==> src/rtl/wf3_pkg.sv <==
`timescale 1ns / 1ps
// ----------------------------------------------------------------------------
// wf3_pkg
// Shared types, constants and helpers of the 3x3 window filter.
// ----------------------------------------------------------------------------
package wf3_pkg;

  // Frame size limits
  localparam int MAX_WIDTH  = 1024;
  localparam int MAX_HEIGHT = 1024;
  localparam int MIN_DIM    = 3;

  // Counter and index widths
  localparam int COL_W  = $clog2(MAX_WIDTH);       // column index / line store address
  localparam int WDIM_W = COL_W + 1;               // clamped width
  localparam int ROW_W  = $clog2(MAX_HEIGHT) + 1;  // row counter, holds the height itself

  // Fixed field widths
  localparam int PIX_W     = 8;
  localparam int OUT_POS_W = 10;
  localparam int CFG_DIM_W = 11;
  localparam int CFG_THR_W = 12;
  localparam int SUM_W     = 12;                   // sum of nine pixels

  // Box mean: floor(x / 9) == (x * RECIP9) >> RECIP9_SHIFT for x < 9 * 256
  localparam int RECIP9       = 7282;
  localparam int RECIP9_W     = 13;
  localparam int RECIP9_SHIFT = 16;

  // Configuration register file
  localparam int CFG_ADDR_W = 4;
  localparam int CFG_DATA_W = 32;
  typedef enum logic [1:0] {
    REG_FRAME_WIDTH    = 2'd0,
    REG_FRAME_HEIGHT   = 2'd1,
    REG_FILTER_MODE    = 2'd2,
    REG_EDGE_THRESHOLD = 2'd3
  } reg_idx_t;

  localparam logic [CFG_DIM_W-1:0] FRAME_WIDTH_RST  = CFG_DIM_W'(640);
  localparam logic [CFG_DIM_W-1:0] FRAME_HEIGHT_RST = CFG_DIM_W'(480);
  localparam logic [CFG_THR_W-1:0] EDGE_THR_RST     = CFG_THR_W'(50);

  typedef enum logic [1:0] {
    MODE_BOX     = 2'd0,
    MODE_MEDIAN  = 2'd1,
    MODE_SOBEL   = 2'd2,
    MODE_LAPLACE = 2'd3
  } mode_t;

  typedef logic [PIX_W-1:0] pix_t;
  typedef pix_t [8:0] win_t;

  typedef struct packed {
    logic [CFG_DIM_W-1:0]        frame_width;
    logic [CFG_DIM_W-1:0]        frame_height;
    mode_t                       filter_mode;
    logic signed [CFG_THR_W-1:0] edge_threshold;
  } cfg_t;

  // Per-item control carried down the pipeline
  typedef struct packed {
    logic                 a_en;    // result for (r-1, c-1)
    logic                 a_filt;  // interior: filtered, else passed through
    logic [OUT_POS_W-1:0] a_row;
    logic [OUT_POS_W-1:0] a_col;
    logic                 b_en;    // last-column result or flushed pixel
    logic [OUT_POS_W-1:0] b_row;
    logic [OUT_POS_W-1:0] b_col;
    logic                 b_fd;
    logic                 wr;      // pixel item: update line stores and window
    logic [COL_W-1:0]     addr;
    pix_t                 pixel;
  } meta_t;

  typedef struct packed {
    pix_t                 value;
    logic [OUT_POS_W-1:0] row;
    logic [OUT_POS_W-1:0] col;
    logic                 last;
    logic                 fd;
  } result_t;

  function automatic logic [WDIM_W-1:0] clamp_width(logic [CFG_DIM_W-1:0] v);
    if (32'(v) < 32'(MIN_DIM)) return WDIM_W'(MIN_DIM);
    if (32'(v) > 32'(MAX_WIDTH)) return WDIM_W'(MAX_WIDTH);
    return WDIM_W'(v);
  endfunction

  function automatic logic [ROW_W-1:0] clamp_height(logic [CFG_DIM_W-1:0] v);
    if (32'(v) < 32'(MIN_DIM)) return ROW_W'(MIN_DIM);
    if (32'(v) > 32'(MAX_HEIGHT)) return ROW_W'(MAX_HEIGHT);
    return ROW_W'(v);
  endfunction

endpackage

==> src/rtl/wf3_kernel.sv <==
`timescale 1ns / 1ps
// ----------------------------------------------------------------------------
// wf3_kernel
// Two-stage arithmetic on the 3x3 window: box mean, median of nine,
// Sobel magnitude and Laplacian threshold, selected by the filter mode.
// ----------------------------------------------------------------------------
module wf3_kernel (
  input  logic                                 clk,
  input  logic                                 en,
  input  wf3_pkg::win_t                        win,
  input  wf3_pkg::mode_t                       mode,
  input  logic signed [wf3_pkg::CFG_THR_W-1:0] thresh,
  output wf3_pkg::pix_t                        result
);

  localparam int PROD_W = wf3_pkg::SUM_W + wf3_pkg::RECIP9_W;

  function automatic wf3_pkg::pix_t min2(wf3_pkg::pix_t a, wf3_pkg::pix_t b);
    return (a < b) ? a : b;
  endfunction

  function automatic wf3_pkg::pix_t max2(wf3_pkg::pix_t a, wf3_pkg::pix_t b);
    return (a < b) ? b : a;
  endfunction

  function automatic wf3_pkg::pix_t med3(wf3_pkg::pix_t a, wf3_pkg::pix_t b,
                                         wf3_pkg::pix_t c);
    return max2(min2(a, b), min2(max2(a, b), c));
  endfunction

  function automatic logic signed [11:0] sx(wf3_pkg::pix_t p);
    return $signed({4'b0000, p});
  endfunction

  // First stage registers
  wf3_pkg::pix_t                 lo [3];
  wf3_pkg::pix_t                 mid [3];
  wf3_pkg::pix_t                 hi [3];
  logic [wf3_pkg::SUM_W-1:0]     sum;
  logic signed [11:0]            gx;
  logic signed [11:0]            gy;
  logic signed [11:0]            lap;

  wf3_pkg::pix_t                 lo_next [3];
  wf3_pkg::pix_t                 mid_next [3];
  wf3_pkg::pix_t                 hi_next [3];
  logic [wf3_pkg::SUM_W-1:0]     sum_next;
  logic [wf3_pkg::SUM_W-1:0]     nb_sum;

  // Second stage registers
  wf3_pkg::pix_t                 mean;
  wf3_pkg::pix_t                 sobel;
  wf3_pkg::pix_t                 max_lo;
  wf3_pkg::pix_t                 med_mid;
  wf3_pkg::pix_t                 min_hi;
  logic                          lap_hit;

  logic [PROD_W-1:0]             prod;
  logic [11:0]                   gx_abs;
  logic [11:0]                   gy_abs;
  logic [11:0]                   mag;

  // Sort each window row, sum, gradients
  always_comb begin
    for (int k = 0; k < 3; k++) begin
      lo_next[k]  = min2(min2(win[3*k], win[3*k+1]), win[3*k+2]);
      hi_next[k]  = max2(max2(win[3*k], win[3*k+1]), win[3*k+2]);
      mid_next[k] = med3(win[3*k], win[3*k+1], win[3*k+2]);
    end
    sum_next = wf3_pkg::SUM_W'(win[0]) + wf3_pkg::SUM_W'(win[1]) + wf3_pkg::SUM_W'(win[2])
             + wf3_pkg::SUM_W'(win[3]) + wf3_pkg::SUM_W'(win[4]) + wf3_pkg::SUM_W'(win[5])
             + wf3_pkg::SUM_W'(win[6]) + wf3_pkg::SUM_W'(win[7]) + wf3_pkg::SUM_W'(win[8]);
    nb_sum   = sum_next - wf3_pkg::SUM_W'(win[4]);
  end

  always_ff @(posedge clk) begin
    if (en) begin
      lo  <= lo_next;
      mid <= mid_next;
      hi  <= hi_next;
      sum <= sum_next;
      gx  <= sx(win[2]) + (sx(win[5]) <<< 1) + sx(win[8])
           - sx(win[0]) - (sx(win[3]) <<< 1) - sx(win[6]);
      gy  <= sx(win[6]) + (sx(win[7]) <<< 1) + sx(win[8])
           - sx(win[0]) - (sx(win[1]) <<< 1) - sx(win[2]);
      // eight neighbors minus eight times the center
      lap <= $signed(nb_sum) - $signed({1'b0, win[4], 3'b000});
    end
  end

  // Mean by reciprocal, gradient magnitude, median partial picks
  always_comb begin
    prod   = PROD_W'(sum) * PROD_W'(wf3_pkg::RECIP9);
    gx_abs = gx[11] ? 12'(-gx) : 12'(gx);
    gy_abs = gy[11] ? 12'(-gy) : 12'(gy);
    mag    = gx_abs + gy_abs;
  end

  always_ff @(posedge clk) begin
    if (en) begin
      mean    <= prod[wf3_pkg::RECIP9_SHIFT +: wf3_pkg::PIX_W];
      sobel   <= (mag > 12'd255) ? 8'hFF : mag[7:0];
      max_lo  <= max2(max2(lo[0], lo[1]), lo[2]);
      med_mid <= med3(mid[0], mid[1], mid[2]);
      min_hi  <= min2(min2(hi[0], hi[1]), hi[2]);
      lap_hit <= (lap > thresh);
    end
  end

  // Mode select
  always_comb begin
    case (mode)
      wf3_pkg::MODE_BOX:    result = mean;
      wf3_pkg::MODE_MEDIAN: result = med3(max_lo, med_mid, min_hi);
      wf3_pkg::MODE_SOBEL:  result = sobel;
      default:              result = lap_hit ? 8'hFF : 8'h00;
    endcase
  end

endmodule

==> config.mk <==
export PLATFORM = sky130hd
export DESIGN_NAME = wf3_kernel
export DESIGN_NICKNAME = d
export VERILOG_FILES = /design/src/rtl/wf3_pkg.sv /design/src/rtl/wf3_kernel.sv
export SDC_FILE = /design/constraint.sdc
export NUM_CORES = 1
export LEC_CHECK = 0
export BUFFER_PORTS_ARGS = -buffer_cell sky130_fd_sc_hd__buf_2
export CAP_MARGIN = 20
export CORE_MARGIN = 2
export CORE_UTILIZATION = 45
export CTS_CLUSTER_SIZE = 8
export DETAILED_ROUTE_END_ITERATION = 12
export HOLD_SLACK_MARGIN = 0.02
export PLACE_DENSITY = 0.63
export RECOVER_POWER = 50
export REMOVE_ABC_BUFFERS = 1
export SKIP_LAST_GASP = 1
export SYNTH_ARGS = -nofsm -noshare
export SYNTH_HDL_FRONTEND = slang
export SYNTH_SLANG_ARGS = --single-unit
==> constraint.sdc <==
create_clock -name clk -period 6.8 [get_ports clk]
set_input_delay 1.02 -clock clk [delete_from_list [all_inputs] [get_ports clk]]
set_output_delay 1.02 -clock clk [all_outputs]
set_load 0.1 [all_outputs]
==> impl_metrics.toml, run 1 <==
[clocking]
cts_root_buf = "clkbuf_16"
cts.reportedPaths.clkPinSlew_ns = 0.07
clk_latency_ns = 0.44
cts_max_level = 4
cts_tree = "done"
clk_path_buf_depth = 2
cts.hold.buffers_added = 0
cts-buffers-inserted = 17
cts_sinks = 161

[finish]
final_layout_size_suffix_gt1_share_pct = 16.24
diodes = 0
fin_util_pct = 52.08
area_growth_pct = 14.10
fillers = 3798
nets = 2589
final_area_um2 = 21900

[synthesis]
synthFlopType = "edfxtp_1"
synth.most_common_cell = "inv_1"
ys_seq_area_share_pct = 25.19
synth_top_area_share_pct = 25.19
synth_cell_type_count = 74
synth_area_leaders = "edfxtp_1 25%, ha_1 19%, fa_1 16%"
ys_warn_count = 0
synth_area_leader_cell = "edfxtp_1"
synthArstFlopShare_pct = 0
ys_ff_latch = 161
synth-edff-count = 161
synthTopCellsByCount = "362 x inv_1, 298 x ha_1, 161 x edfxtp_1"
syn_area_per_cell_um2 = 10.19
syn-cell-area_um2 = 19190
synth_cells = 1884

[timing]
max_clock_freq_mhz = 144.9
skew_ns = 0.01861
final.period_utilization_pct = 101.5
slew_headroom_pct = -216.1
drv_slew = 85
rsz0062_at_grt = "true"
hold_violations = 0
min_period_ns = 6.903
worst_slack_ns = -0.1031
worst_pin_slew_ns = 4.741
setup_viol = 8

[critical_path]
rrSetupSlack_ns = 0.60
cp_max_fo = 6
crit_path_start_kind = "flip-flop"
rr_worst_depth = 24
arrival_ns = 5.88
reg2reg_from = "mid[13]"
timing.rr.end = "med_mid[1]"
path_class = "reg -> out"
required_ns = 5.78
end_kind = "output pin"

[grt]
antenna_found_initial = 5
grt_overflow = 0
grt_pass1_vias = 14990
grt_pass1_wl_um = 84630
grtUsageTotal_pct = 25.69
grt_max_degree = 85

[die]
rows = 75
fp.dieArea_um2 = 44310
dieHeight_um = 210.5
start_util_pct = 45.65
ios = 96
die_w_um = 210.5
core-area_um2 = 42040

[run]
maxCapViolations = 1

[detailed_routing]
drt_wl_total_um = 55510
drt_iter0_drc = 1080
avgRoutedWirePerCell_um = 21.33
antenna_left = 0
drc_errors = 0
firstDrtPassIters = 5
vias = 14440
viasPerCell = 5.550

[run_status]
outcome = "finished, violations left"
violations = "capacitance limit, slew limit, setup timing"

[hold_path]
hold_end = "max_lo[2]"
hold_start = "lo[2]"
min_path_type = "reg -> reg"
hold_depth = 1

[placement]
numPortBuffers = 95
placed_cell_area_um2 = 20710
dpl.hpwl_um = 46790
globalplace.congestion = 0.9807
[what timing repair did]
item,4_1_cts,5_1_grt
buffers inserted,15,15
resized for setup,43,40
endpoints found under the hold margin,0,0
gates cloned,2,0
pin swaps,29,31
setup endpoints to repair,8,8
[through the flow]
step,setup slack (ns),hold WS (ns),instances,setup TNS (ns)
finish,-0.1031,0.5811,2602,-0.4545
global route,-0.3029,0.6105,2602,-2.021
CTS,-0.01345,0.5842,2589,-0.02060
detailed placement,0.04983,0.5676,2541,0
global placement,0.1681,0.5739,2541,0
floorplan,-0.2446,0.5261,1859,-0.7339
[placed cells by master, fill, tap and decap left out, types with 9 or more instances in the layout]
cell,Yosys,final
fa_1,153,153
a21o_1,42,42
buf_2,6,84
nand2b_1,26,26
buf_4,1,62
ha_1,298,288
nor2_1,70,65
mux2_2,59,59
nand2_1,100,96
edfxtp_1,161,161
o21a_1,15,15
o21bai_1,10,10
nand3_1,19,19
inv_1,362,359
nor3_1,11,10
a21oi_1,86,82
mux2i_1,82,78
o21ai_2,3,9
nand4_1,23,23
clkbuf_16,0,18
ha_4,0,9
xor2_1,14,14
o21ai_0,116,110
or3_1,12,12
xnor2_1,52,52
nor2b_1,12,11
buf_6,1,12
[sequential cells by signal, summed over array words and instances (netlist names), 12 cells and up]
register,flops
gx,12
gy,12
mid,24
lo,24
lap,12
sum,12
hi,24
[critical path, cell delays in order, from the launching register on]
cell       delay, ns
edfxtp_1        0.46
ha_4            0.29
buf_6           0.12
a21oi_2         0.11
o21a_1          0.19
o31ai_4         0.09
buf_4           0.16
buf_6           0.11
nand2_2         0.08
o21ai_4         0.08
ha_4            0.27
nand2_1         0.05
a211o_1         0.30
o21ba_4         0.23
a211o_4         0.31
buf_6           0.14
mux2i_4         0.18
ha_2            0.19
a21o_1          0.19
a211o_1         0.34
a2111oi_4       0.28
o21a_1          0.20
a311o_2         0.28
mux2i_1         0.11
mux4_2          0.51
buf_12          0.19
[metal layers]
metal / vias up / track usage [%] / wire length, um
li1: 6881 / - / -
met1: 6993 / 33.82 / 24070
met2: 456 / 43.41 / 26070
met3: 106 / 3.471 / 3153
met4: 6 / 9.301 / 2168
met5: - / 0 / 43
[worst max-delay path by stage]
stage | cells past startpoint | from | to
floorplan | 19 | max_lo[7] | result[1]
global placement | 25 | max_lo[6] | result[6]
detailed placement | 23 | max_lo[4] | result[7]
CTS | 20 | max_lo[7] | result[0]
global route | 26 | med_mid[7] | result[0]
finish | 25 | max_lo[7] | result[0]
[cells by family after synthesis]
family                   after synthesis  synth area share (%)
adder cells (fa/ha/maj)              451                 35.39
buffers and inverters                387                 7.668
AO/OA/AOI/OAI                        371                 12.65
AND/OR/NAND/NOR                      295                 7.322
flip-flops                           161                 25.19
multiplexers                         153                 8.763
XOR/XNOR                              66                 3.012
[area by class of cell]
type,count,area (um2),area share (%)
inverter,362,1359,6.206
clock buffer,17,425.4,1.943
sequential,161,4835,22.08
clock inverter,15,133.9,0.6114
timing repair buffer,170,1205,5.503
multi-input combinational,1338,13260,60.58
tap,539,674.4,3.080
Power of run 1 is not shown: default switching activity piles up to over one toggle a cycle in this logic, so the estimate is an artifact.
==> run 2: changes to the inputs <==
--- a/config.mk
+++ b/config.mk
@@ -19,3 +19,4 @@
 export SYNTH_ARGS = -nofsm -noshare
 export SYNTH_HDL_FRONTEND = slang
 export SYNTH_SLANG_ARGS = --single-unit
+export TNS_END_PERCENT = 50
==> run 2 against run 1 <==
Compared with the run above:
- the run still ends with capacitance limit, slew limit, setup timing left
- final cell count about the same
- core utilization hardly changed
- first-iteration DRC count up 0.46%
- hold slack barely moved
- highest routed layer unchanged
- sequential share of layout area about the same
- critical path depth up 4
- sequential cell count stayed put
- global-route usage did not move
==> impl_metrics.toml, run 2 (same netlist as run 1, synthesis figures left out) <==
[detailed_routing]
drt_iter0_drc = 1085
avgRoutedWirePerCell_um = 21.34
antenna_left = 0
drt-met1-wl_um = 24080
firstDrtPassIters = 5
viasPerCell = 5.542
drt_wl_total_um = 55540
drc_errors = 0
vias = 14430
wl_met2_um = 26120
highest_layer = "met5"
met3WireLength_um = 3148

[critical_path]
max_stage_delay_ns = 0.51
cp_max_fo = 6
crit_path_start_kind = "flip-flop"
rr_worst_depth = 24
critPathTopFamily = "compound AO/OA/AOI/OAI gates"
path_class = "reg -> out"
critPathBufInv = 8
startpoint = "med_mid[7]"
crit_end = "result[5]"
required_ns = 5.78
reg2reg_from = "mid[15]"
path_depth = 29
arrival_ns = 5.89
critPathMostFrequentCell = "buf_6"
rrSetupSlack_ns = 0.57
timing.rr.end = "med_mid[1]"
crit_slowest_cell = "mux4_2"
end_kind = "output pin"

[clocking]
cts.hold.buffers_added = 0
cts_max_level = 4
cts-buffers-inserted = 17
clk_latency_ns = 0.44
cts_sinks = 161
cts_tree = "done"
clk_path_buf_depth = 2
cts.reportedPaths.clkPinSlew_ns = 0.08
cts_root_buf = "clkbuf_16"

[timing]
skew_ns = 0.01859
hold_violations = 0
final.period_utilization_pct = 101.6
rsz0062_at_grt = "true"
min_period_ns = 6.909
drv_slew = 85
worst_pin_slew_ns = 4.751
max_clock_freq_mhz = 144.7
setup_viol = 8
worst_slack_ns = -0.1094
slew_headroom_pct = -216.7

[finish]
fillers = 3800
final_cell_mix = "359 x inv_1, 288 x ha_1, 161 x edfxtp_1, 153 x fa_1, 110 x o21ai_0"
nets = 2590
layout_commonest_cell = "inv_1"
final_layout_size_suffix_gt1_share_pct = 16.23
reg_top3 = "hi (24), lo (24), mid (24)"
area_growth_pct = 14.08
diodes = 0

[grt]
grt_overflow = 0
grt_pass1_wl_um = 84630
grt_pass1_vias = 14990
grtUsageTotal_pct = 25.69
grt_max_degree = 85
antenna_found_initial = 5

[run_status]
outcome = "finished, violations left"
violations = "capacitance limit, slew limit, setup timing"

[die]
fp.dieArea_um2 = 44310
die_w_um = 210.5
ios = 96
rows = 75
start_util_pct = 45.65
dieHeight_um = 210.5
core-area_um2 = 42040

[placement]
numPortBuffers = 95
globalplace.congestion = 0.9807
dpl.hpwl_um = 46790
pre_cts_ws_ns = 0.04983

[run]
maxCapViolations = 1

[hold_path]
min_path_type = "reg -> reg"
==> run 2: how the worst min path moves through the flow <==
stage          startpoint  cells past startpoint         to  slack, ns
2_1_floorplan       hi[0]                      1  min_hi[0]       0.53
3_3_place_gp        lo[0]                      1  max_lo[0]       0.57
3_5_place_dp        lo[2]                      1  max_lo[2]       0.57
4_1_cts             lo[2]                      1  max_lo[2]       0.58
5_1_grt             lo[3]                      1  max_lo[3]       0.61
6_report            lo[2]                      1  max_lo[2]       0.58
==> run 2: what timing repair did <==
action / 4_1_cts / 5_1_grt
setup buffers: 15 / 15
resized for setup: 43 / 37
endpoints found under the setup margin: 8 / 8
gates cloned: 2 / 0
pin swaps: 29 / 28
==> run 2: cell type report <==
type / count / area (um2) / area share (%)
clock buffers: 17 / 425.4 / 1.943
clock inverters: 15 / 133.9 / 0.6115
inverters: 362 / 1359 / 6.207
multi-input cells: 1338 / 13260 / 60.58
flip-flops and latches: 161 / 4835 / 22.08
well taps: 539 / 674.4 / 3.081
repair buffers: 171 / 1204 / 5.498
==> run 2: routing by layer <==
| layer | vias up | GRT usage, % |
|---|---|---|
| li1 | 6883 | - |
| met4 | 6 | 9.301 |
| met3 | 109 | 3.471 |
| met1 | 6990 | 33.82 |
| met5 | - | 0 |
| met2 | 438 | 43.41 |
==> run 2: metrics by stage <==
stage | std cells | util (%) | area [um2] | TNS, ns | hold slack (ns)
detailed placement | 2541 | 49.27 | 20710 | 0 | 0.5676
finish | 2603 | 52.07 | 21890 | -0.5993 | 0.5811
global route | 2603 | 52.07 | 21890 | -2.122 | 0.6105
global placement | 2541 | 49.27 | 20710 | 0 | 0.5739
CTS | 2589 | 51.33 | 21580 | -0.02060 | 0.5842
floorplan | 1859 | - | 19080 | -0.7339 | 0.5261
Power of run 2 is left out for the same reason.
