`src/rtl/wf3_pkg.sv`:
```
`timescale 1ns / 1ps
// ----------------------------------------------------------------------------
// wf3_pkg
// Shared types, constants and helpers of the 3x3 window filter.
// ----------------------------------------------------------------------------
package wf3_pkg;

  // Frame size limits
  localparam int MAX_WIDTH  = 1024;
  localparam int MAX_HEIGHT = 1024;
  localparam int MIN_DIM    = 3;

  // Counter and index widths
  localparam int COL_W  = $clog2(MAX_WIDTH);       // column index / line store address
  localparam int WDIM_W = COL_W + 1;               // clamped width
  localparam int ROW_W  = $clog2(MAX_HEIGHT) + 1;  // row counter, holds the height itself

  // Fixed field widths
  localparam int PIX_W     = 8;
  localparam int OUT_POS_W = 10;
  localparam int CFG_DIM_W = 11;
  localparam int CFG_THR_W = 12;
  localparam int SUM_W     = 12;                   // sum of nine pixels

  // Box mean: floor(x / 9) == (x * RECIP9) >> RECIP9_SHIFT for x < 9 * 256
  localparam int RECIP9       = 7282;
  localparam int RECIP9_W     = 13;
  localparam int RECIP9_SHIFT = 16;

  // Configuration register file
  localparam int CFG_ADDR_W = 4;
  localparam int CFG_DATA_W = 32;
  typedef enum logic [1:0] {
    REG_FRAME_WIDTH    = 2'd0,
    REG_FRAME_HEIGHT   = 2'd1,
    REG_FILTER_MODE    = 2'd2,
    REG_EDGE_THRESHOLD = 2'd3
  } reg_idx_t;

  localparam logic [CFG_DIM_W-1:0] FRAME_WIDTH_RST  = CFG_DIM_W'(640);
  localparam logic [CFG_DIM_W-1:0] FRAME_HEIGHT_RST = CFG_DIM_W'(480);
  localparam logic [CFG_THR_W-1:0] EDGE_THR_RST     = CFG_THR_W'(50);

  typedef enum logic [1:0] {
    MODE_BOX     = 2'd0,
    MODE_MEDIAN  = 2'd1,
    MODE_SOBEL   = 2'd2,
    MODE_LAPLACE = 2'd3
  } mode_t;

  typedef logic [PIX_W-1:0] pix_t;
  typedef pix_t [8:0] win_t;

  typedef struct packed {
    logic [CFG_DIM_W-1:0]        frame_width;
    logic [CFG_DIM_W-1:0]        frame_height;
    mode_t                       filter_mode;
    logic signed [CFG_THR_W-1:0] edge_threshold;
  } cfg_t;

  // Per-item control carried down the pipeline
  typedef struct packed {
    logic                 a_en;    // result for (r-1, c-1)
    logic                 a_filt;  // interior: filtered, else passed through
    logic [OUT_POS_W-1:0] a_row;
    logic [OUT_POS_W-1:0] a_col;
    logic                 b_en;    // last-column result or flushed pixel
    logic [OUT_POS_W-1:0] b_row;
    logic [OUT_POS_W-1:0] b_col;
    logic                 b_fd;
    logic                 wr;      // pixel item: update line stores and window
    logic [COL_W-1:0]     addr;
    pix_t                 pixel;
  } meta_t;

  typedef struct packed {
    pix_t                 value;
    logic [OUT_POS_W-1:0] row;
    logic [OUT_POS_W-1:0] col;
    logic                 last;
    logic                 fd;
  } result_t;

  function automatic logic [WDIM_W-1:0] clamp_width(logic [CFG_DIM_W-1:0] v);
    if (32'(v) < 32'(MIN_DIM)) return WDIM_W'(MIN_DIM);
    if (32'(v) > 32'(MAX_WIDTH)) return WDIM_W'(MAX_WIDTH);
    return WDIM_W'(v);
  endfunction

  function automatic logic [ROW_W-1:0] clamp_height(logic [CFG_DIM_W-1:0] v);
    if (32'(v) < 32'(MIN_DIM)) return ROW_W'(MIN_DIM);
    if (32'(v) > 32'(MAX_HEIGHT)) return ROW_W'(MAX_HEIGHT);
    return ROW_W'(v);
  endfunction

endpackage

```
`src/rtl/wf3_cfg.sv`:
```
`timescale 1ns / 1ps
// ----------------------------------------------------------------------------
// wf3_cfg
// APB register file: frame size, filter mode and edge threshold.
// ----------------------------------------------------------------------------
module wf3_cfg (
  input  logic                               clk,
  input  logic                               rst,
  input  logic                               psel,
  input  logic                               penable,
  input  logic                               pwrite,
  input  logic [wf3_pkg::CFG_ADDR_W-1:0]     paddr,
  input  logic [wf3_pkg::CFG_DATA_W-1:0]     pwdata,
  output logic [wf3_pkg::CFG_DATA_W-1:0]     prdata,
  output logic                               pready,
  output wf3_pkg::cfg_t                      cfg
);

  wf3_pkg::reg_idx_t idx;
  logic              wr_en;

  assign idx    = wf3_pkg::reg_idx_t'(paddr[wf3_pkg::CFG_ADDR_W-1:2]);
  assign pready = 1'b1;
  assign wr_en  = psel && penable && pwrite && pready;

  // Register writes
  always_ff @(posedge clk) begin
    if (rst) begin
      cfg.frame_width    <= wf3_pkg::FRAME_WIDTH_RST;
      cfg.frame_height   <= wf3_pkg::FRAME_HEIGHT_RST;
      cfg.filter_mode    <= wf3_pkg::MODE_BOX;
      cfg.edge_threshold <= $signed(wf3_pkg::EDGE_THR_RST);
    end else if (wr_en) begin
      unique case (idx)
        wf3_pkg::REG_FRAME_WIDTH: begin
          cfg.frame_width <= pwdata[wf3_pkg::CFG_DIM_W-1:0];
        end
        wf3_pkg::REG_FRAME_HEIGHT: begin
          cfg.frame_height <= pwdata[wf3_pkg::CFG_DIM_W-1:0];
        end
        wf3_pkg::REG_FILTER_MODE: begin
          cfg.filter_mode <= wf3_pkg::mode_t'(pwdata[1:0]);
        end
        wf3_pkg::REG_EDGE_THRESHOLD: begin
          cfg.edge_threshold <= $signed(pwdata[wf3_pkg::CFG_THR_W-1:0]);
        end
      endcase
    end
  end

  // Read mux
  always_comb begin
    unique case (idx)
      wf3_pkg::REG_FRAME_WIDTH:  prdata = wf3_pkg::CFG_DATA_W'(cfg.frame_width);
      wf3_pkg::REG_FRAME_HEIGHT: prdata = wf3_pkg::CFG_DATA_W'(cfg.frame_height);
      wf3_pkg::REG_FILTER_MODE:  prdata = wf3_pkg::CFG_DATA_W'(cfg.filter_mode);
      wf3_pkg::REG_EDGE_THRESHOLD: begin
        prdata = wf3_pkg::CFG_DATA_W'($unsigned(cfg.edge_threshold));
      end
    endcase
  end

endmodule

```
`config.mk`:
```
export PLATFORM = sky130hd
export DESIGN_NAME = wf3_cfg
export DESIGN_NICKNAME = d
export VERILOG_FILES = /design/src/rtl/wf3_pkg.sv /design/src/rtl/wf3_cfg.sv
export SDC_FILE = /design/constraint.sdc
export NUM_CORES = 1
export LEC_CHECK = 0
export BUFFER_PORTS_ARGS = -buffer_cell sky130_fd_sc_hd__buf_4
export CAP_MARGIN = 20
export CORE_MARGIN = 2
export CORE_UTILIZATION = 40
export CTS_CLUSTER_SIZE = 16
export DETAILED_ROUTE_END_ITERATION = 12
export PLACE_DENSITY = 0.89
export SYNTH_ARGS = -nofsm -noshare
export SYNTH_HDL_FRONTEND = slang
export SYNTH_SLANG_ARGS = --single-unit
```
`constraint.sdc`:
```
create_clock -name clk -period 1 [get_ports clk]
set_clock_uncertainty 0.05 [all_clocks]
set_input_delay 0.1 -clock clk [delete_from_list [all_inputs] [get_ports clk]]
set_output_delay 0.1 -clock clk [all_outputs]
set_load 0.02 [all_outputs]
```
==> metrics.md, run 1 <==
| Metric | Value |
|---|---|
| Outcome | `complete, but fails checks` |
| Failing checks | `setup timing` |
| H-Tree Depth | `2` |
| CTS sink cnt | `36` |
| Crit path capture type | `output port` |
| Clk slew on worst S/H paths | `0.07 ns` |
| Layout Cells excl Fill | `379` |
| Tcrit/Tclk final | `139%` |
| Most frequent cells in the layout | `65 x buf_6, 57 x buf_4, 32 x mux2i_1, 29 x dfxtp_2, 28 x nand2b_1` |
| Final ANT Viol Nets | `0` |
| Hold Path Depth | `3` |
| Largest net degree at the start of global routing | `52` |
| Crit Path Max Fanout | `2` |
| Routed WL per cell | `15.5 um` |
| Synth-to-Final Area Change | `65.5%` |
| Antenna diode count | `0` |
| Root Buffer | `clkbuf_8` |
| CP startpoint kind | `register` |
| Reg-to-Reg Start | `cfg[20]` |
| Worst R2R End | `cfg[20]` |
| Row cnt | `25` |
| VDD IR max | `0.568 mV` |
| Static leakage | `1.45 nW` |
| TritonCTS buffer count | `5` |
| Final setup vio count | `22` |
| IO Port Bufs | `66` |
| Reg with most FFs | `cfg` |
| Gr ovfl total | `0` |
| Max_cap viols | `0` |
| Cell Pwr Density | `986 mW/mm2` |
| Crit path required time | `0.85 ns` |
| Worst EP arrival | `1.24 ns` |
| First-pass GRT wire length | `8920 um` |
| Mapped cell area | `0.00191 mm2` |
| Detailed placer's ending HPWL | `3750 um` |
| Die Footprint | `0.00535 mm2` |
| Number of synthesized register bits | `36` |
| Layout cells sized above 1 | `55.1%` |
| CTS tree | `done` |
| Vias | `1881` |
| Worst r2r path cells | `4` |
| Number of flip-flops in the largest register | `36` |
| IO Pins | `110` |
| RSZ-0062 raised after global routing | `true` |
| Synth Instances | `213` |
| Post-Syn Area per Cell | `8.98 um2` |
| Final Hold Fails | `0` |
| Area contributors post-synth | `dfxtp_1 38%, mux2i_1 19%, nand2b_1 9.2%` |
| Slew Limit Fails | `0` |
| Biggest regs | `cfg (36)` |
| Yosys top cell area share | `37.7%` |
| Clock Tree Buf Depth | `2` |
| Die H | `73.2 um` |
| DRC viols | `0` |
| Sequential fraction of the synthesis area | `37.7%` |
| Vias in the first global route | `1838` |
| Initial antenna violation count | `0` |
| Total GRT Usage | `21.9%` |
| Gp weighted congestion | `0.813` |
| Synth warn | `0` |
| Final WL | `5880 um` |
| Placed insts | `344` |
| Crit Path Class | `reg2out` |
| Final setup margin | `-0.390 ns` |
| Final min period | `1.39 ns` |
| Hold_sp | `pwdata[11]` |
| Drt via density | `4.96` |
| Worst Hold End | `cfg[11]` |
| Final Util | `67.9%` |
| Layout net count | `365` |
| Drt initial violations | `84` |
| Post-synth top area cell | `dfxtp_1` |
| Hold crit path type | `in2reg` |
| Commonest non-fill, non-tap cell in the layout | `buf_6` |
| R2R Setup Slk | `0.05 ns` |
| Die W | `73.2 um` |
| Detailed Routing Iterations Pass 1 | `4` |
| Initial cell density of the core | `41.0%` |
| Post-synthesis cell type count | `21` |
| Achievable Freq | `720 MHz` |
| Core Area | `0.00466 mm2` |
| Worst-Skew Late Latency | `0.29 ns` |
==> cell type report <==
cell class | instances | area (um2)
clock buffer | 8 | 90.1
sequential | 36 | 764
fill | 335 | 1500
multi-input combinational | 159 | 1080
timing repair buffer | 122 | 1160
tap | 54 | 67.6
==> metal layers <==
layer	part of all wire, %	up-vias	GRT usage (%)	wire length [um]
li1	-	892	-	-
met1	41	916	26.0	2380
met2	53	63	38.5	3110
met3	5.1	10	5.11	297
met4	1.5	0	7.61	88
met5	0	-	0	0
==> stage by stage <==
stage / hold slack, ns / total power, mW / TNS [ns] / instance area, um2 / setup slack (ns)
floorplan: 0.190 / 1.88 / -0.178 / 2040 / -0.0332
global placement: 0.317 / 2.00 / -4.06 / 2560 / -0.153
detailed placement: 0.332 / 2.01 / -4.61 / 2560 / -0.164
CTS: 0.0233 / 3.11 / -2.38 / 3060 / -0.386
global route: 0.0318 / 3.25 / -3.47 / 3170 / -0.415
finish: 0.0267 / 3.12 / -2.40 / 3170 / -0.390
==> synthesized netlist by cell type, drive strengths merged <==
library cell  number
nor3b              1
nor2              17
dfxtp             36
a21oi              9
nand3b             2
nand2b            28
nor3               1
conb               2
and3               2
mux2i             36
o21ai             18
clkbuf             7
or3                1
nand2             10
mux4               2
nand3             10
and2               1
buf               30
==> how the worst max path moves through the flow <==
stage               startpoint         end  cells past startpoint
floorplan               cfg[1]   prdata[1]                      1
global placement      paddr[3]   prdata[3]                      5
detailed placement    paddr[3]  prdata[10]                      5
CTS                     cfg[1]   prdata[1]                      2
global route            cfg[0]   prdata[0]                      2
finish                 cfg[14]   prdata[0]                      2
==> logic make-up after synthesis <==
| kind of cell | count (synthesis) | share of synthesized area [%] |
|---|---|---|
| buffers and inverters | 37 | 13.1 |
| other | 2 | 0.393 |
| AND/OR/NAND/NOR | 73 | 20.1 |
| flip-flops | 36 | 37.7 |
| AO/OA/AOI/OAI | 27 | 7.06 |
| multiplexers | 38 | 21.6 |
==> power by group <==
group          leakage [nW]  switching, mW  internal [mW]
Combinational          1.10          0.323          0.264
Sequential            0.300         0.0159           1.45
Clock                0.0455          0.506          0.562
Total                  1.45          0.845           2.28
==> worst max-delay path: stages (launching register included) <==
cell	delay [ns]
dfxtp_2	0.33
mux4_2	0.47
buf_6	0.15
==> what timing repair did <==
item / in CTS / in global routing
resized for setup: 87 / 21
pin swaps: 0 / 0
hold buffers: 0 / 0
endpoints found under the setup margin: 23 / 42
buffers inserted: 18 / 22
Power figures use the tool's default switching activity.
==> run 2: changes to the inputs <==
- SETUP_SLACK_MARGIN: default -> 0.2
==> metrics.md, run 2 (synthesized netlist as in run 1, its figures left out) <==
| Metric | Value |
|---|---|
| Detailed Routing Iterations Pass 1 | `5` |
| Slew Limit Fails | `0` |
| Worst EP arrival | `1.24 ns` |
| Drt via density | `5.04` |
| Initial antenna violation count | `0` |
| Synth-to-Final Area Change | `94.9%` |
| Hold crit path type | `in2reg` |
| Failing checks | `setup timing` |
| Static leakage | `1.65 nW` |
| Final setup vio count | `34` |
| Final setup margin | `-0.393 ns` |
| Final WL | `6420 um` |
| Max_cap viols | `0` |
| Achievable Freq | `718 MHz` |
| Clk slew on worst S/H paths | `0.08 ns` |
| Comb pwr share | `21.2%` |
| Layout Cells excl Fill | `384` |
| CTS tree | `done` |
| Crit-path slowest cell | `mux4_2` |
| RSZ-0062 raised after global routing | `true` |
| IO Pins | `110` |
| NetSw | `968 uW` |
| Reg with most FFs | `cfg` |
| Placed insts | `337` |
| IO Port Bufs | `66` |
| Crit path max-delay family | `multiplexers` |
| CTS sink cnt | `36` |
| Layout net count | `370` |
| Worst-Skew Late Latency | `0.29 ns` |
| Routed WL per cell | `16.7 um` |
| Fillers | `262` |
| Final min period | `1.39 ns` |
| Crit path required time | `0.85 ns` |
| Vias in the first global route | `1852` |
| Die Footprint | `0.00535 mm2` |
| TritonCTS buffer count | `5` |
| Hold Slack | `0.00862 ns` |
| Clock power frac | `37.4%` |
| Biggest regs | `cfg (36)` |
| First-pass GRT wire length | `8840 um` |
| Multi-input gate area | `0.00136 mm2` |
| Final Hold Fails | `0` |
| Initial cell density of the core | `41.0%` |
| Critical path's largest stage delay | `0.48 ns` |
| Tcrit/Tclk final | `139%` |
| Drt initial violations | `102` |
| Largest net degree at the start of global routing | `24` |
| Outcome | `complete, but fails checks` |
| Row cnt | `25` |
| Switching Fraction | `27.8%` |
| Internal | `2.52 mW` |
| Most frequent cells in the layout | `91 x buf_6, 29 x mux2i_1, 25 x buf_4, 24 x nand2b_1, 24 x dfxtp_2` |
| Cell Pwr Density | `935 mW/mm2` |
| Final ANT Viol Nets | `0` |
| CP startpoint kind | `register` |
| Crit path capture type | `output port` |
| Clock Tree Buf Depth | `2` |
| Reg power frac | `41.5%` |
| Crit Path Class | `reg2out` |
| Antenna diode count | `0` |
| Gr ovfl total | `0` |
| Vias | `1935` |
| Placed cell area | `0.00275 mm2` |
| H-Tree Depth | `2` |
| Die W | `73.2 um` |
| Layout cells sized above 1 | `65.8%` |
| VDD IR max | `0.582 mV` |
| Core Area | `0.00466 mm2` |
| Commonest non-fill, non-tap cell in the layout | `buf_6` |
| Root Buffer | `clkbuf_8` |
| Worst-path cell chain | `mux4_2 -> buf_6` |
| Crit Path Max Fanout | `2` |
| Final Util | `80.0%` |
| Detailed placer's ending HPWL | `3710 um` |
| Worst Path Buf+Inv | `1` |
| Sequential Area | `796 um2` |
| Number of flip-flops in the largest register | `36` |
| Gp weighted congestion | `0.799` |
| DRC viols | `0` |
| Power, Total | `3.49 mW` |
| Design area | `0.00373 mm2` |
| Die H | `73.2 um` |
| Total GRT Usage | `22.0%` |
[run 2: area by class of cell]
cell class	count	area share (%)
clock buffers	5	1.85
clock inverters	3	1.14
multi-input cells	160	36.4
flip-flops and latches	36	21.3
well taps	54	1.81
repair buffers	126	37.5
[run 2: worst min-delay path, cell delays in order]
cell     delay, ns
buf_4         0.11
nand3_1       0.06
a21oi_1       0.05
[run 2: through the flow]
stage                     worst slack (ns)  TNS [ns]
after global placement              -0.106     -1.85
after floorplan                    -0.0332    -0.220
final                               -0.393     -3.86
after CTS                           -0.408     -2.72
after detailed placement            -0.120     -2.31
after global routing                -0.415     -4.78
[run 2: repair_timing]
item | in CTS | in global routing
gates resized for setup | 101 | 54
endpoints found under the setup margin | 49 | 66
pin swaps | 9 | 9
setup buffers | 22 | 16
cloned | 0 | 1
hold buffers | 0 | 0
[run 2: path summary, 6_finish.rpt]
path,slack (ns),to,from,cells after the start
setup / recovery,-0.39,prdata[1],cfg[1],2
hold / removal,0.009,cfg[11],pwdata[11],3
setup reg to reg,0.03,cfg[1],cfg[1],5
hold reg to reg,0.46,cfg[10],cfg[10],2
[run 2: per-layer routing]
layer	GRT usage, %	routed length (um)	share of wire [%]	up-vias
li1	-	-	-	909
met1	24.4	2380	37	944
met2	39.7	3600	56	72
met3	5.52	346	5.4	10
met4	8.44	87	1.4	0
met5	0	0	0	-
[run 2: power by group through the flow]
stage / Clock, mW / Sequential (mW) / Combinational, mW
6_report: 1.30 / 1.45 / 0.738
3_3_place_gp: 0 / 1.50 / 0.573
2_1_floorplan: 0 / 1.52 / 0.416
5_1_grt: 1.36 / 1.45 / 0.780
4_1_cts: 1.30 / 1.46 / 0.660
3_5_place_dp: 0 / 1.50 / 0.580
==> run 3: changes to the inputs <==
- ABC_AREA: default -> 1
- CORE_UTILIZATION: 40 -> 39
- PLACE_DENSITY: 0.89 -> 0.88
==> metrics.md, run 3 <==
| Metric | Value |
|---|---|
| Root Buffer | `clkbuf_8` |
| Worst R2R End | `cfg[16]` |
| Max_cap viols | `0` |
| Crit Path Class | `reg2out` |
| Post-Syn Area per Cell | `6.42 um2` |
| Detailed placer's ending HPWL | `3670 um` |
| Mapped cell area | `0.00186 mm2` |
| Drt initial violations | `211` |
| Static leakage | `1.64 nW` |
| H-Tree Depth | `2` |
| Worst EP arrival | `0.94 ns` |
| Crit path capture type | `output port` |
| TritonCTS buffer count | `5` |
| Critical path's largest stage delay | `0.33 ns` |
| Crit path required time | `0.85 ns` |
| Hold crit path type | `in2reg` |
| Final Hold Fails | `3` |
| Drt via density | `4.94` |
| Initial cell density of the core | `39.9%` |
| Worst setup endpoint | `prdata[0]` |
| Die H | `73.1 um` |
| Post-synth top area cell | `dfxtp_1` |
| Clock Tree Buf Depth | `2` |
| Worst-path cell chain | `nand2_1 -> nand4_1 -> buf_4` |
| Number of synthesized register bits | `36` |
| RSZ-0062 raised after global routing | `true` |
| Cell Pwr Density | `1020 mW/mm2` |
| Multi-input gate area | `0.00108 mm2` |
| Vias in the first global route | `2075` |
| Layout cells sized above 1 | `53.4%` |
| Largest net degree at the start of global routing | `37` |
| Final setup vio count | `27` |
| Final WL | `6560 um` |
| Total GRT Usage | `23.3%` |
| Number of flip-flops in the largest register | `36` |
| IO Port Bufs | `66` |
| CTS tree | `done` |
| Final min period | `1.09 ns` |
| Antenna diode count | `0` |
| Most frequent cells in the layout | `69 x buf_6, 57 x nand2_1, 50 x nor2_1, 38 x buf_4, 36 x nand3_1` |
| First-pass GRT wire length | `9510 um` |
| Synth Flop Type | `dfxtp_1` |
| Die W | `73.1 um` |
| Outcome | `complete, but fails checks` |
| Fillers | `362` |
| Setup crit start | `cfg[14]` |
| Commonest non-fill, non-tap cell in the layout | `buf_6` |
| Synth-to-Final Area Change | `76.8%` |
| Sequential Area | `773 um2` |
| Row cnt | `25` |
| Clk slew on worst S/H paths | `0.07 ns` |
| DRC viols | `0` |
| Layout net count | `437` |
| R2R Setup Slk | `0.13 ns` |
| Gr ovfl total | `0` |
| Area contributors post-synth | `dfxtp_1 39%, nand2_1 18%, nand3_1 12%` |
| Synth Instances | `290` |
| Final setup margin | `-0.0891 ns` |
| Reg with most FFs | `cfg` |
| Synth warn | `0` |
| Async SR Flop Fraction | `0%` |
| Post-synthesis cell type count | `16` |
| Worst r2r path cells | `4` |
| Commonest cells post-synth | `87 x nand2_1, 61 x nor2_1, 46 x nand3_1, 36 x dfxtp_1, 24 x buf_4` |
| IO Pins | `110` |
| VDD IR max | `0.477 mV` |
| Final ANT Viol Nets | `0` |
| Yosys top cell area share | `38.7%` |
| Slew Limit Fails | `0` |
| Pre-CTS setup slack | `-0.0763 ns` |
| Die Footprint | `0.00534 mm2` |
| CTS sink cnt | `36` |
| Achievable Freq | `918 MHz` |
| Crit Path Max Fanout | `2` |
| Biggest regs | `cfg (36)` |
| Worst-Skew Late Latency | `0.29 ns` |
| Setup TNS | `-0.798 ns` |
| Failing checks | `hold timing, setup timing` |
| Crit-path slowest cell | `dfxtp_2` |
| Vias | `2228` |
| Gp weighted congestion | `0.817` |
| Routed WL per cell | `14.5 um` |
| Tcrit/Tclk final | `109%` |
| CP startpoint kind | `register` |
| Initial antenna violation count | `0` |
| EDFF count, synth | `0` |
| Core Area | `0.00466 mm2` |
| Hold Slack | `-0.00753 ns` |
| Dominant cell by count in the synthesized netlist | `nand2_1` |
| Reg-to-Reg Start | `cfg[16]` |
| Sequential fraction of the synthesis area | `38.7%` |
| Detailed Routing Iterations Pass 1 | `4` |
==> run 3: cell types whose count changed after synthesis, sizes merged, moves of 6 or more <==
| cell | previous run | this run |
|---|---|---|
| mux2i | 36 | 0 |
| nand2b | 28 | 0 |
| nor2 | 17 | 63 |
| inv | 0 | 17 |
| nand2 | 10 | 88 |
| clkbuf | 7 | 1 |
| a21oi | 9 | 0 |
| nand3 | 10 | 46 |
| o21ai | 18 | 0 |
==> run 3: where the power goes <==
part	switching, mW	total (mW)	internal [mW]
Combinational	0.438	0.773	0.335
Sequential	0.0323	1.50	1.46
Clock	0.513	1.08	0.562
Total	0.983	3.35	2.36
==> run 3: cell type report <==
class	count	share of cell area (%)
inverters	18	2.43
flip-flops and latches	36	23.5
multi-input cells	220	32.9
well taps	54	2.05
repair buffers	115	36.4
clock buffers	8	2.74
==> run 3: worst min-delay path by stage <==
stage	slack [ns]	from	endpoint	depth (start not counted)
after floorplan	0.18	pwdata[7]	cfg[32]	2
after global placement	0.27	pwdata[8]	cfg[22]	3
after detailed placement	0.28	pwdata[6]	cfg[20]	3
after CTS	0.003	pwdata[5]	cfg[5]	3
after global routing	0.01	pwdata[7]	cfg[32]	3
final	-0.008	pwdata[1]	cfg[1]	3
==> run 3: timing repair <==
action                                 4_1_cts  5_1_grt
gates resized for setup                     81       36
cloned                                       0        1
pin swaps                                   35       15
hold buffers                                 6        0
setup buffers                               20        8
setup endpoints to repair                   48       63
endpoints found under the hold margin        7        0
==> run 3: routing by layer <==
metal  vias to the layer above  global-route usage [%]  part of all wire [%]
met4                         0                    7.00                   2.0
met3                        12                    7.32                    10
met5                         -                       0                     0
li1                       1067                       -                     -
met2                       117                    40.4                    51
met1                      1032                    27.2                    36
==> run 3: cell families after synthesis <==
family	share of synthesized area (%)
other	0.403
buffers and inverters	16.7
flip-flops	38.7
AND/OR/NAND/NOR	44.2
==> run 3: per-stage QoR <==
step,power [mW],utilization (%),area (um2),hold WS (ns),cells
after floorplan,1.95,-,2070,0.176,309
after detailed placement,2.13,54.7,2550,0.279,411
after global placement,2.12,54.7,2550,0.270,411
after global routing,3.46,70.6,3290,0.0148,451
final,3.35,70.6,3290,-0.00753,451
after CTS,3.28,66.9,3120,0.00347,445
==> run 3: worst max-delay path, delay by kind of cell (launching register included) <==
family,cells,cell delay [ns]
buffers and inverters,1,0.17
DFF,1,0.33
and+or+nand+nor,2,0.15
